$ cat src/hw/rtl/ldhc_pkg.sv
// Shared types and constants for the lockstep desync hash checker.
`timescale 1ns / 1ps
`default_nettype none

package ldhc_pkg;

    localparam int HISTORY_DEPTH = 64;
    localparam int SLOT_W        = $clog2(HISTORY_DEPTH);

    localparam logic [31:0] INVALID_FRAME = 32'hFFFF_FFFF;

    localparam logic OP_LOCAL  = 1'b0;
    localparam logic OP_REMOTE = 1'b1;

    typedef struct packed {
        logic        opcode;
        logic [31:0] frame_number;
        logic [31:0] hash_value;
    } req_t;

    typedef struct packed {
        logic        mismatch_now;
        logic        desync_seen;
        logic [31:0] desync_at_frame;
        logic        remote_waiting;
    } rsp_t;

    typedef struct packed {
        logic [31:0] frame;
        logic [31:0] hash;
    } entry_t;

    typedef struct packed {
        logic              en;
        logic [SLOT_W-1:0] slot;
        entry_t            entry;
    } tbl_wr_t;

    typedef struct packed {
        logic   valid;
        entry_t entry;
    } tbl_rd_t;

endpackage

`default_nettype wire

$ cat src/hw/rtl/ldhc_table.sv
// Frame history table: one write and one registered read per cycle, with write bypass.
`timescale 1ns / 1ps
`default_nettype none

module ldhc_table (
    input  wire logic                      clk,
    input  wire logic                      rst_n,
    input  wire logic                      rd_en,
    input  wire logic [ldhc_pkg::SLOT_W-1:0] rd_slot,
    input  wire ldhc_pkg::tbl_wr_t         wr,
    output ldhc_pkg::tbl_rd_t              rd
);

    ldhc_pkg::entry_t                         hist_mem_reg [ldhc_pkg::HISTORY_DEPTH];
    logic [ldhc_pkg::HISTORY_DEPTH-1:0]       valid_reg;
    ldhc_pkg::entry_t                         rd_entry_reg;
    logic                                     rd_valid_reg;
    logic                                     bypass;

    // A read of the slot being written in the same cycle returns the new entry.
    assign bypass = wr.en && (wr.slot == rd_slot);

    always_ff @(posedge clk or negedge rst_n)
    begin
        if (!rst_n)
        begin
            valid_reg    <= '0;
            rd_valid_reg <= 1'b0;
        end
        else
        begin
            if (wr.en)
            begin
                valid_reg[wr.slot] <= 1'b1;
            end
            if (rd_en)
            begin
                rd_valid_reg <= bypass ? 1'b1 : valid_reg[rd_slot];
            end
        end
    end

    always_ff @(posedge clk)
    begin
        if (wr.en)
        begin
            hist_mem_reg[wr.slot] <= wr.entry;
        end
        if (rd_en)
        begin
            rd_entry_reg <= bypass ? wr.entry : hist_mem_reg[rd_slot];
        end
    end

    assign rd.valid = rd_valid_reg;
    assign rd.entry = rd_entry_reg;

endmodule

`default_nettype wire

$ cat src/hw/rtl/ldhc_check.sv
// Compare stage: request register, pending slot, desync status and result register.
`timescale 1ns / 1ps
`default_nettype none

module ldhc_check (
    input  wire logic              clk,
    input  wire logic              rst_n,
    input  wire logic              accept,
    input  wire ldhc_pkg::req_t    request,
    input  wire ldhc_pkg::tbl_rd_t rd,
    output ldhc_pkg::tbl_wr_t      wr,
    output logic                   done,
    output ldhc_pkg::rsp_t         result
);

    logic           s1_valid_reg;
    ldhc_pkg::req_t s1_req_reg;

    logic [31:0]    parked_frame_reg, parked_frame_next;
    logic [31:0]    parked_hash_reg,  parked_hash_next;
    logic [31:0]    mismatch_frame_reg, mismatch_frame_next;
    logic           mismatch_flag_reg,  mismatch_flag_next;
    logic           now;
    logic           frame_ok;
    logic           hit;

    logic           done_reg;
    ldhc_pkg::rsp_t result_reg;

    assign frame_ok = s1_valid_reg
                      && (s1_req_reg.frame_number != ldhc_pkg::INVALID_FRAME);
    assign hit      = rd.valid && (rd.entry.frame == s1_req_reg.frame_number);

    always_comb
    begin
        parked_frame_next   = parked_frame_reg;
        parked_hash_next    = parked_hash_reg;
        mismatch_frame_next = mismatch_frame_reg;
        mismatch_flag_next  = mismatch_flag_reg;
        now                 = 1'b0;
        wr.en               = 1'b0;
        wr.slot             = s1_req_reg.frame_number[ldhc_pkg::SLOT_W-1:0];
        wr.entry.frame      = s1_req_reg.frame_number;
        wr.entry.hash       = s1_req_reg.hash_value;
        if (frame_ok)
        begin
            unique case (s1_req_reg.opcode)
                ldhc_pkg::OP_LOCAL:
                begin
                    wr.en = 1'b1;
                    // A parked remote hash for this frame is settled now.
                    if (parked_frame_reg == s1_req_reg.frame_number)
                    begin
                        if (parked_hash_reg != s1_req_reg.hash_value)
                        begin
                            now = 1'b1;
                        end
                        parked_frame_next = ldhc_pkg::INVALID_FRAME;
                        parked_hash_next  = '0;
                    end
                end
                ldhc_pkg::OP_REMOTE:
                begin
                    if (!hit)
                    begin
                        parked_frame_next = s1_req_reg.frame_number;
                        parked_hash_next  = s1_req_reg.hash_value;
                    end
                    else if (rd.entry.hash != s1_req_reg.hash_value)
                    begin
                        now = 1'b1;
                    end
                end
                default:
                begin
                    wr.en = 1'b0;
                end
            endcase
            if (now)
            begin
                mismatch_frame_next = s1_req_reg.frame_number;
                mismatch_flag_next  = 1'b1;
            end
        end
    end

    always_ff @(posedge clk or negedge rst_n)
    begin
        if (!rst_n)
        begin
            s1_valid_reg       <= 1'b0;
            parked_frame_reg   <= ldhc_pkg::INVALID_FRAME;
            parked_hash_reg    <= '0;
            mismatch_frame_reg <= ldhc_pkg::INVALID_FRAME;
            mismatch_flag_reg  <= 1'b0;
            done_reg           <= 1'b0;
            result_reg         <= '0;
        end
        else
        begin
            s1_valid_reg       <= accept;
            parked_frame_reg   <= parked_frame_next;
            parked_hash_reg    <= parked_hash_next;
            mismatch_frame_reg <= mismatch_frame_next;
            mismatch_flag_reg  <= mismatch_flag_next;
            done_reg           <= s1_valid_reg;
            if (s1_valid_reg)
            begin
                result_reg.mismatch_now    <= now;
                result_reg.desync_seen     <= mismatch_flag_next;
                result_reg.desync_at_frame <= mismatch_frame_next;
                result_reg.remote_waiting  <=
                    (parked_frame_next != ldhc_pkg::INVALID_FRAME);
            end
        end
    end

    always_ff @(posedge clk)
    begin
        if (accept)
        begin
            s1_req_reg <= request;
        end
    end

    assign done   = done_reg;
    assign result = result_reg;

endmodule

`default_nettype wire

$ cat src/hw/rtl/lockstep_desync_hash_checker_core.sv
// Top level of the lockstep desync hash checker.
`timescale 1ns / 1ps
`default_nettype none

// Usage:
// A request (opcode, frame_number, hash_value) is taken at a rising edge where
// start is high and busy is low. busy never rises, so one request can be given
// in every cycle. A local request stores the frame's hash in the history table;
// a remote request compares against it or parks in the single pending slot.
// Each request yields exactly one result after it is accepted: done is
// high for one cycle while result holds mismatch_now, desync_seen,
// desync_at_frame and remote_waiting as they stand after that request.
// The result passes the registered table read followed by the compare and
// result register; throughput is one request per cycle, with a bypass in the
// table so a read sees the write of the request just ahead.
// The receiver cannot stall; results must be taken when done is high.
// Reset clears the table's valid bits, the pending slot and the desync status
// at once; no clearing pass is needed.

module lockstep_desync_hash_checker_core (
    input  wire logic           clk,
    input  wire logic           rst_n,
    input  wire logic           start,
    output logic                busy,
    input  wire ldhc_pkg::req_t request,
    output logic                done,
    output ldhc_pkg::rsp_t      result
);

    logic              accept;
    ldhc_pkg::tbl_wr_t wr;
    ldhc_pkg::tbl_rd_t rd;

    assign busy   = 1'b0;
    assign accept = start && !busy;

    ldhc_table u_table (
        .clk     (clk),
        .rst_n   (rst_n),
        .rd_en   (accept),
        .rd_slot (request.frame_number[ldhc_pkg::SLOT_W-1:0]),
        .wr      (wr),
        .rd      (rd)
    );

    ldhc_check u_check (
        .clk     (clk),
        .rst_n   (rst_n),
        .accept  (accept),
        .request (request),
        .rd      (rd),
        .wr      (wr),
        .done    (done),
        .result  (result)
    );

endmodule

`default_nettype wire

$ cat config.mk
export PLATFORM = sky130hd
export DESIGN_NAME = lockstep_desync_hash_checker_core
export DESIGN_NICKNAME = d
export VERILOG_FILES = /design/src/hw/rtl/ldhc_pkg.sv /design/src/hw/rtl/ldhc_table.sv /design/src/hw/rtl/ldhc_check.sv /design/src/hw/rtl/lockstep_desync_hash_checker_core.sv
export SDC_FILE = /design/constraint.sdc
export NUM_CORES = 2
export LEC_CHECK = 0
export BUFFER_PORTS_ARGS = -buffer_cell sky130_fd_sc_hd__buf_2
export CAP_MARGIN = 20
export CORE_ASPECT_RATIO = 1.5
export CORE_UTILIZATION = 55
export DETAILED_ROUTE_END_ITERATION = 10
export PLACE_DENSITY = 0.71
export SETUP_SLACK_MARGIN = 0.1
export SLEW_MARGIN = 0
export SYNTH_ARGS = -nofsm -noshare
export SYNTH_HDL_FRONTEND = slang
export SYNTH_SLANG_ARGS = --single-unit
$ cat constraint.sdc
create_clock -name clk -period 8.3 [get_ports clk]
set_input_delay 1.66 -clock clk [delete_from_list [all_inputs] [get_ports clk]]
set_output_delay 1.66 -clock clk [all_outputs]
set_load 0.02 [all_outputs]
; ---- Word-level counts from Yosys, hierarchy flattened
; Memory sizes are Yosys's and may differ from the RTL's. A register that Yosys moved wholly into a read port is not among the register bits.
; Index checks and enable logic that the tools add are counted.
[word_totals]
reg_bits = 264
in_bits = 68
n_memories = 1
word_cells = 62
output_inout_bits = 37
ram_bits = 4096
[memory_table]
columns = memory, words, width, rd, rd_ports_with_merged_regs, write_ports, line
row1 = u_table.hist_mem_reg, 64, 64, 1, 1, 1, ldhc_table.sv:14  ; ldhc_pkg::entry_t hist_mem_reg [ldhc_pkg::HISTORY_DEPTH];
[classes]
bitwise_logic = 2
n_mux = 27
n_eq_ne = 9
n_reduce_logical = 5
order_cmp = 3
[op_table]
columns = op, count
row1 = $mux 32, 7
row2 = $pmux 32 s2, 2
row3 = $eq 32x32->1, 2
row4 = $ne 32x32->1, 2
row5 = $ne 32x32->1 const B, 2
row6 = $or 64x64->64, 1
row7 = $mux 1, 15
row8 = $lt 6x7->1 const B, 2
row9 = $bmux 1 s6, 1
row10 = $demux 1 s6, 1
row11 = $eq 6x6->1, 1
row12 = $ge 6x1->1 const B, 1
row13 = $logic_and 1x1->1, 4
row14 = $reduce_and 3->1, 1
row15 = $ne 2x1->1 const B, 1
row16 = $ne 2x2->1 const B, 1
row17 = $pmux 1 s2, 1
row18 = $not 1->1, 1

; ---- Longest topological paths before layout
[depth]
word_depth = 7
ltp_mapped = 11
mapped_depth_nobuf = 7

; ---- Hierarchy
; A second synthesis with hierarchy kept.
[hier_totals]
cells_unflattened = 7588
hier_area_um2 = 169576.4
[by_module_without_submodules]
columns = mod, cells_per_inst, area_each_um2, instances
row1 = ldhc_table, 6818, 160063.5, 1
row2 = ldhc_check, 768, 9501.6, 1
row3 = lockstep_desync_hash_checker_core, 2, 11.3, 1

; ---- Worst setup path after synthesis
; No wires, ideal clock.
[synth_path]
path_kind = register -> register
from = reg u_check.s1_req_reg, in the netlist u_check.wr[34]
to = mem u_table.hist_mem_reg[35][0] (netlist name), enable pin
t_arrival_ps = 5214
path_stages_with_launch = 9
slack_ps = 2599
path_buffers = 2
synth_period_minus_slack_ps = 5701
path_cell_list = edfxtp_1 > buf_2 > nand3_1 > nor3_1 > a31oi_1 > nand2b_1 > or3b_2 > clkbuf_1 > nor2_1
[synth_via]
elab_chain_len = 5
[synth_rtl]
columns = item, line
row1 = "start, declared", ldhc_check.sv:17  ; ldhc_pkg::req_t s1_req_reg;
row2 = "start signal, assigned", ldhc_check.sv:122  ; s1_req_reg <= request;
row3 = $ne 32x32->1, ldhc_check.sv:31  ; && (s1_req_reg.frame_number != ldhc_pkg::INVALID_FRAME);
row4 = $logic_and 1x1->1, ldhc_check.sv:31
row5 = $mux 1, ldhc_check.sv:45  ; if (frame_ok)
row6 = $mux 1, ldhc_table.sv:45  ; if (wr.en)
row7 = $mux 1 (implied by the code), ldhc_table.sv:47  ; hist_mem_reg[wr.slot] <= wr.entry;
row8 = "end, declared", ldhc_table.sv:14
; Several ways; a longest one is shown, not always the timed one.

==> flow_results.org <==
** Cells and area
- The register with the most flip-flops in the layout has 4096 of them.
- Summing all multi-input logic gate instances after layout gives 36050 sq um.
- The filler cells instantiated in the layout total 19964.
- Non-filler instance count after layout :: 11794
- Share of the core filled with cells :: 61.64%
- Area delta synth->final :: 11.51%
- Post-layout nets :: 7530
- Most common library cell in the layout ignoring fill and taps :: sky130_fd_sc_hd__edfxtp_1
- Summing all non-filler instances in the final layout gives an area of 188800 sq um.
- Of the cells placed in the final design, the portion with a size suffix greater than 1 is 32.73%.
- Commonest non-fill, non-tap cells in the layout :: 4225 x sky130_fd_sc_hd__edfxtp_1, 1299 x sky130_fd_sc_hd__mux4_2, 398 x sky130_fd_sc_hd__clkbuf_16
- Sequential cell area in the final layout :: 131900 sq um

** Power and ir drop
- Of the total power, the share spent switching nets is 21.38%.
- Power spent charging and discharging nets :: 9.746 mW
- Of the total power, registers draw 55.1%.
- In this run, the combinational gates consume 5.6% of the power.
- Relative contribution of the clock network to total power :: 39.3%
- Internal Power :: 35.83 mW
- The worst-case IR drop observed on VDD is 0.1711 mV.
- Summed over all cells, the static leakage comes to 59.45 nW.
- Dividing total power by cell area gives a power density of 241.5 nW/um^2.

** Clock network
- Counting along the longest clock path gives a buffer depth of 4.
- Count of buffers added by post-CTS timing repair for setup :: 0
- TritonCTS buffer count :: 385
- The number of gates resized after CTS was 0.
- Buffers inserted to repair hold after CTS numbered 0.
- TritonCTS built the clock tree.
- Clk sink count :: 4424
- The later pin in the worst-skew pair is clocked with a latency of 0.94 ns.
- CTS placed an instance of sky130_fd_sc_hd__clkbuf_16 at the clock tree root.
- Clock transition at the registers of the reported paths :: 0.07 ns
- The H-tree was split into 5 levels.

** Timing
- The final count of hold timing violations is 0.
- Tightest slew margin relative to the limit :: 18.44%
- The smallest clock period supported by the final layout is computed as 5.336 ns.
- Final number of setup-violating endpoints :: 0
- The max-slew violation total from the final report came to 0.
- Fmax :: 187.4 MHz
- Least-Margin Pin Slew :: 1.223 ns
- For the final routed database, the setup TNS stands at 0 ns.
- RSZ-0062 raised after global routing :: false
- Final cycle utilization of the critical path :: 64.29%
- Clock skew after layout :: 0.06356 ns

** Setup path
- Data required time at the worst endpoint :: 8.94 ns
- Worst setup slack for register-to-register paths :: 2.96 ns
- Max stage delay on crit path :: 0.86 ns
- The slowest stage of the critical path is the sky130_fd_sc_hd__nand2_4 cell.
- The critical path goes through buf_4, nand4_1, nor3_1, a31oi_1, nand4_1, buf_4, nand2_4, buf_4, o22ai_1, nor2_1.
- Class of the most critical setup path :: register to register
- Critical register-to-register path endpoint :: u_table.rd[34]
- Depth of the worst register-to-register path :: 10
- Top cell by count, worst path :: sky130_fd_sc_hd__buf_4
- In this run the worst path has a maximum fanout of 70.
- Endpoint type of the worst setup path :: register
- Data arrival time of the critical path :: 5.97 ns
- Reg2reg start :: u_check.wr[52]
- The worst setup path is launched from a register.

** Global routing
- Maximum number of pins on one net before global-route repair :: 123
- Initial antenna violation count :: 10
- The total overflow left after global routing is 0.
- Number of global-route vias before repair :: 82294
- Global-route wire length before repair :: 632.4 mm
- Overall track demand over capacity in global routing :: 29.58%

** Run
- Across the run, the number of max-cap violations was 0.

** Placement
- Once placement finished, the instance area stood at 176300 sq um.
- Number of buffers inserted by port buffering :: 103
- At the end of routability-driven placement, the weighted congestion stood at 0.8514.
- Detailed placement finished with a half-perimeter wire length of 235.3 mm.
- Cell total after placement :: 11090

** Synth
- Mux contribution to synthesized area :: 18.17%
- Summing the areas of all compound-gate instances in the mapped netlist gives 0.6630% of the synthesized area.
- Simple-gate share of the synthesized area :: 1.462%
- A synthesized cell averages 23.93 sq um.
- The number of nets handed over by synthesis was 7142.
- The synthesized netlist devotes 0% of its cell area to adder and majority cells.
- Summing the sequential cell areas from Yosys gives 77.93% of the chip area.
- Synth unique cells :: 42
- The synthesized netlist devotes 0.6933% of its cell area to XOR and XNOR gates.
- After synthesis, the largest family of logic cells by area is multiplexers.
- Total of warnings raised by yosys :: 0
- The mapped netlist covers 169300 sq um.
- Seq cells post-synth :: 4424
- Synthesis produced 7074 cells.

** Floorplan
- 105 I/O pins were placed.
- The region available for standard cell placement spans 306300 sq um.
- Measured along the x axis, the die boundary spans 455.0 um.
- The die covers 310100 sq um.
- Y dimension of the die :: 681.5 um
- Site Rows :: 249
- For this configuration, the core starts out at a cell density of 55.28%.

** Route
- Dividing the detail-routed via count by the number of cells gives 6.884.
- Detailed-route wire length per cell :: 38.57 um
- For this run, the detailed router's first-pass iteration total came to 6.
- Wires add up to 454.9 mm.
- The count of nets left with antenna violations once routing finished came out at 0.
- # DRC :: 0
- The detailed router placed 81185 vias in this run.
- DRC marker count from the first detailed-route iteration :: 11820

** Min path
- The min-delay analysis places its worst path in the category register to register.
- For hold timing, the worst endpoint is u_check.mismatch_flag_reg.
- The startpoint identified for the worst hold timing path is u_check.mismatch_flag_reg.
- Counting instances, the worst hold path has a depth of 1.

** Outcome
- The flow ran to the end, and the final reports show no timing, DRC or antenna violations.
cell families (layout without fill, tap and decap cells):
| kind of cell | after synthesis | after routing |
|---|---|---|
| flip-flops | 4424 | 4424 |
| XOR/XNOR | 134 | 134 |
| multiplexers | 1434 | 1434 |
| AND/OR/NAND/NOR | 490 | 490 |
| buffers and inverters | 419 | 1118 |
| other | 1 | 6 |
| AO/OA/AOI/OAI | 172 | 172 |
Yosys cell counts:
cell type	count	share of area (%)
sky130_fd_sc_hd__buf_2	112	0.33
sky130_fd_sc_hd__xnor2_1	66	0.34
sky130_fd_sc_hd__o22ai_2	1	0.0074
sky130_fd_sc_hd__a31oi_1	2	0.0074
sky130_fd_sc_hd__and4_1	1	0.0052
sky130_fd_sc_hd__conb_1	1	0.0022
sky130_fd_sc_hd__nor3_1	4	0.012
sky130_fd_sc_hd__clkbuf_1	202	0.45
sky130_fd_sc_hd__buf_4	17	0.075
sky130_fd_sc_hd__nand3_2	1	0.0059
sky130_fd_sc_hd__xor2_1	68	0.35
sky130_fd_sc_hd__edfxtp_1	4225	75
sky130_fd_sc_hd__or3b_2	3	0.016
sky130_fd_sc_hd__dfstp_2	64	0.99
sky130_fd_sc_hd__dfrtp_1	135	2.0
sky130_fd_sc_hd__buf_6	5	0.033
sky130_fd_sc_hd__and2_0	1	0.0037
sky130_fd_sc_hd__mux4_2	1299	17
sky130_fd_sc_hd__inv_2	1	0.0022
sky130_fd_sc_hd__mux2_2	101	0.67
sky130_fd_sc_hd__nand2b_1	4	0.015
sky130_fd_sc_hd__buf_1	46	0.10
sky130_fd_sc_hd__o2111ai_1	1	0.0052
sky130_fd_sc_hd__a2111oi_0	1	0.0052
sky130_fd_sc_hd__o22ai_1	63	0.23
sky130_fd_sc_hd__nand3b_1	5	0.022
sky130_fd_sc_hd__mux2_1	27	0.18
sky130_fd_sc_hd__nand2_1	73	0.16
sky130_fd_sc_hd__a211oi_1	63	0.28
sky130_fd_sc_hd__nor4_1	24	0.089
sky130_fd_sc_hd__a21oi_1	2	0.0059
sky130_fd_sc_hd__o21ai_0	36	0.11
sky130_fd_sc_hd__o211ai_1	2	0.0089
sky130_fd_sc_hd__nand4_1	39	0.14
sky130_fd_sc_hd__or3_1	1	0.0037
sky130_fd_sc_hd__nor2b_1	63	0.23
sky130_fd_sc_hd__inv_1	36	0.080
sky130_fd_sc_hd__or2_2	66	0.24
sky130_fd_sc_hd__mux2i_1	7	0.041
sky130_fd_sc_hd__nand3_1	72	0.21
sky130_fd_sc_hd__a21o_1	1	0.0044
sky130_fd_sc_hd__nor2_1	133	0.29
worst max-delay path, delay by kind of cell (launching register included):
| kind | cells | cell delay, ns |
|---|---|---|
| compound gates | 2 | 0.50 |
| buf+inv | 3 | 2.02 |
| simple gates | 5 | 2.00 |
| flops | 1 | 0.33 |
power groups by stage:
| stage | clock network, mW | logic, mW | registers (mW) |
|---|---|---|---|
| floorplan | 0 | 1.42 | 25.8 |
| global placement | 0 | 2.48 | 25.6 |
| detailed placement | 0 | 2.54 | 25.6 |
| CTS | 18.1 | 2.55 | 25.1 |
| global route | 18.9 | 2.68 | 25.1 |
| finish | 17.9 | 2.56 | 25.1 |
metrics by stage:
stage	setup WS (ns)	hold WS (ns)	power (mW)
6_report	2.964	0.4661	45.58
5_1_grt	2.996	0.4793	46.65
4_1_cts	3.167	0.4587	45.71
3_5_place_dp	2.728	0.4422	28.12
3_3_place_gp	2.740	0.4361	28.03
2_1_floorplan	2.599	0.4056	27.18
cell type report:
class	instances	share of cell area, %
multi-input cells	2231	19.10
inverters	37	0.07755
clock inverters	212	1.067
flip-flops and latches	4424	69.89
well taps	4016	2.662
repair buffers	383	1.673
diodes	5	0.006628
clock buffers	486	5.525
worst max path at each step:
stage	start	to
6_report	u_check.wr[52]	u_table.rd[34]
5_1_grt	u_check.wr[52]	u_table.rd[37]
4_1_cts	u_check.wr[52]	u_table.rd[23]
3_5_place_dp	request[33]	u_table.rd[61]
3_3_place_gp	request[33]	u_table.rd[22]
2_1_floorplan	u_check.wr[34]	u_table.hist_mem_reg[35][0]
layer usage:
layer,global-route usage (%),wire (um),vias to the layer above
met3,5.590,45190,1104
li1,-,-,30888
met4,13.47,23830,10
met1,38.26,155600,43815
met5,0,77,-
met2,48.95,230200,5368
Note: power is estimated with default switching activity, not from simulation.
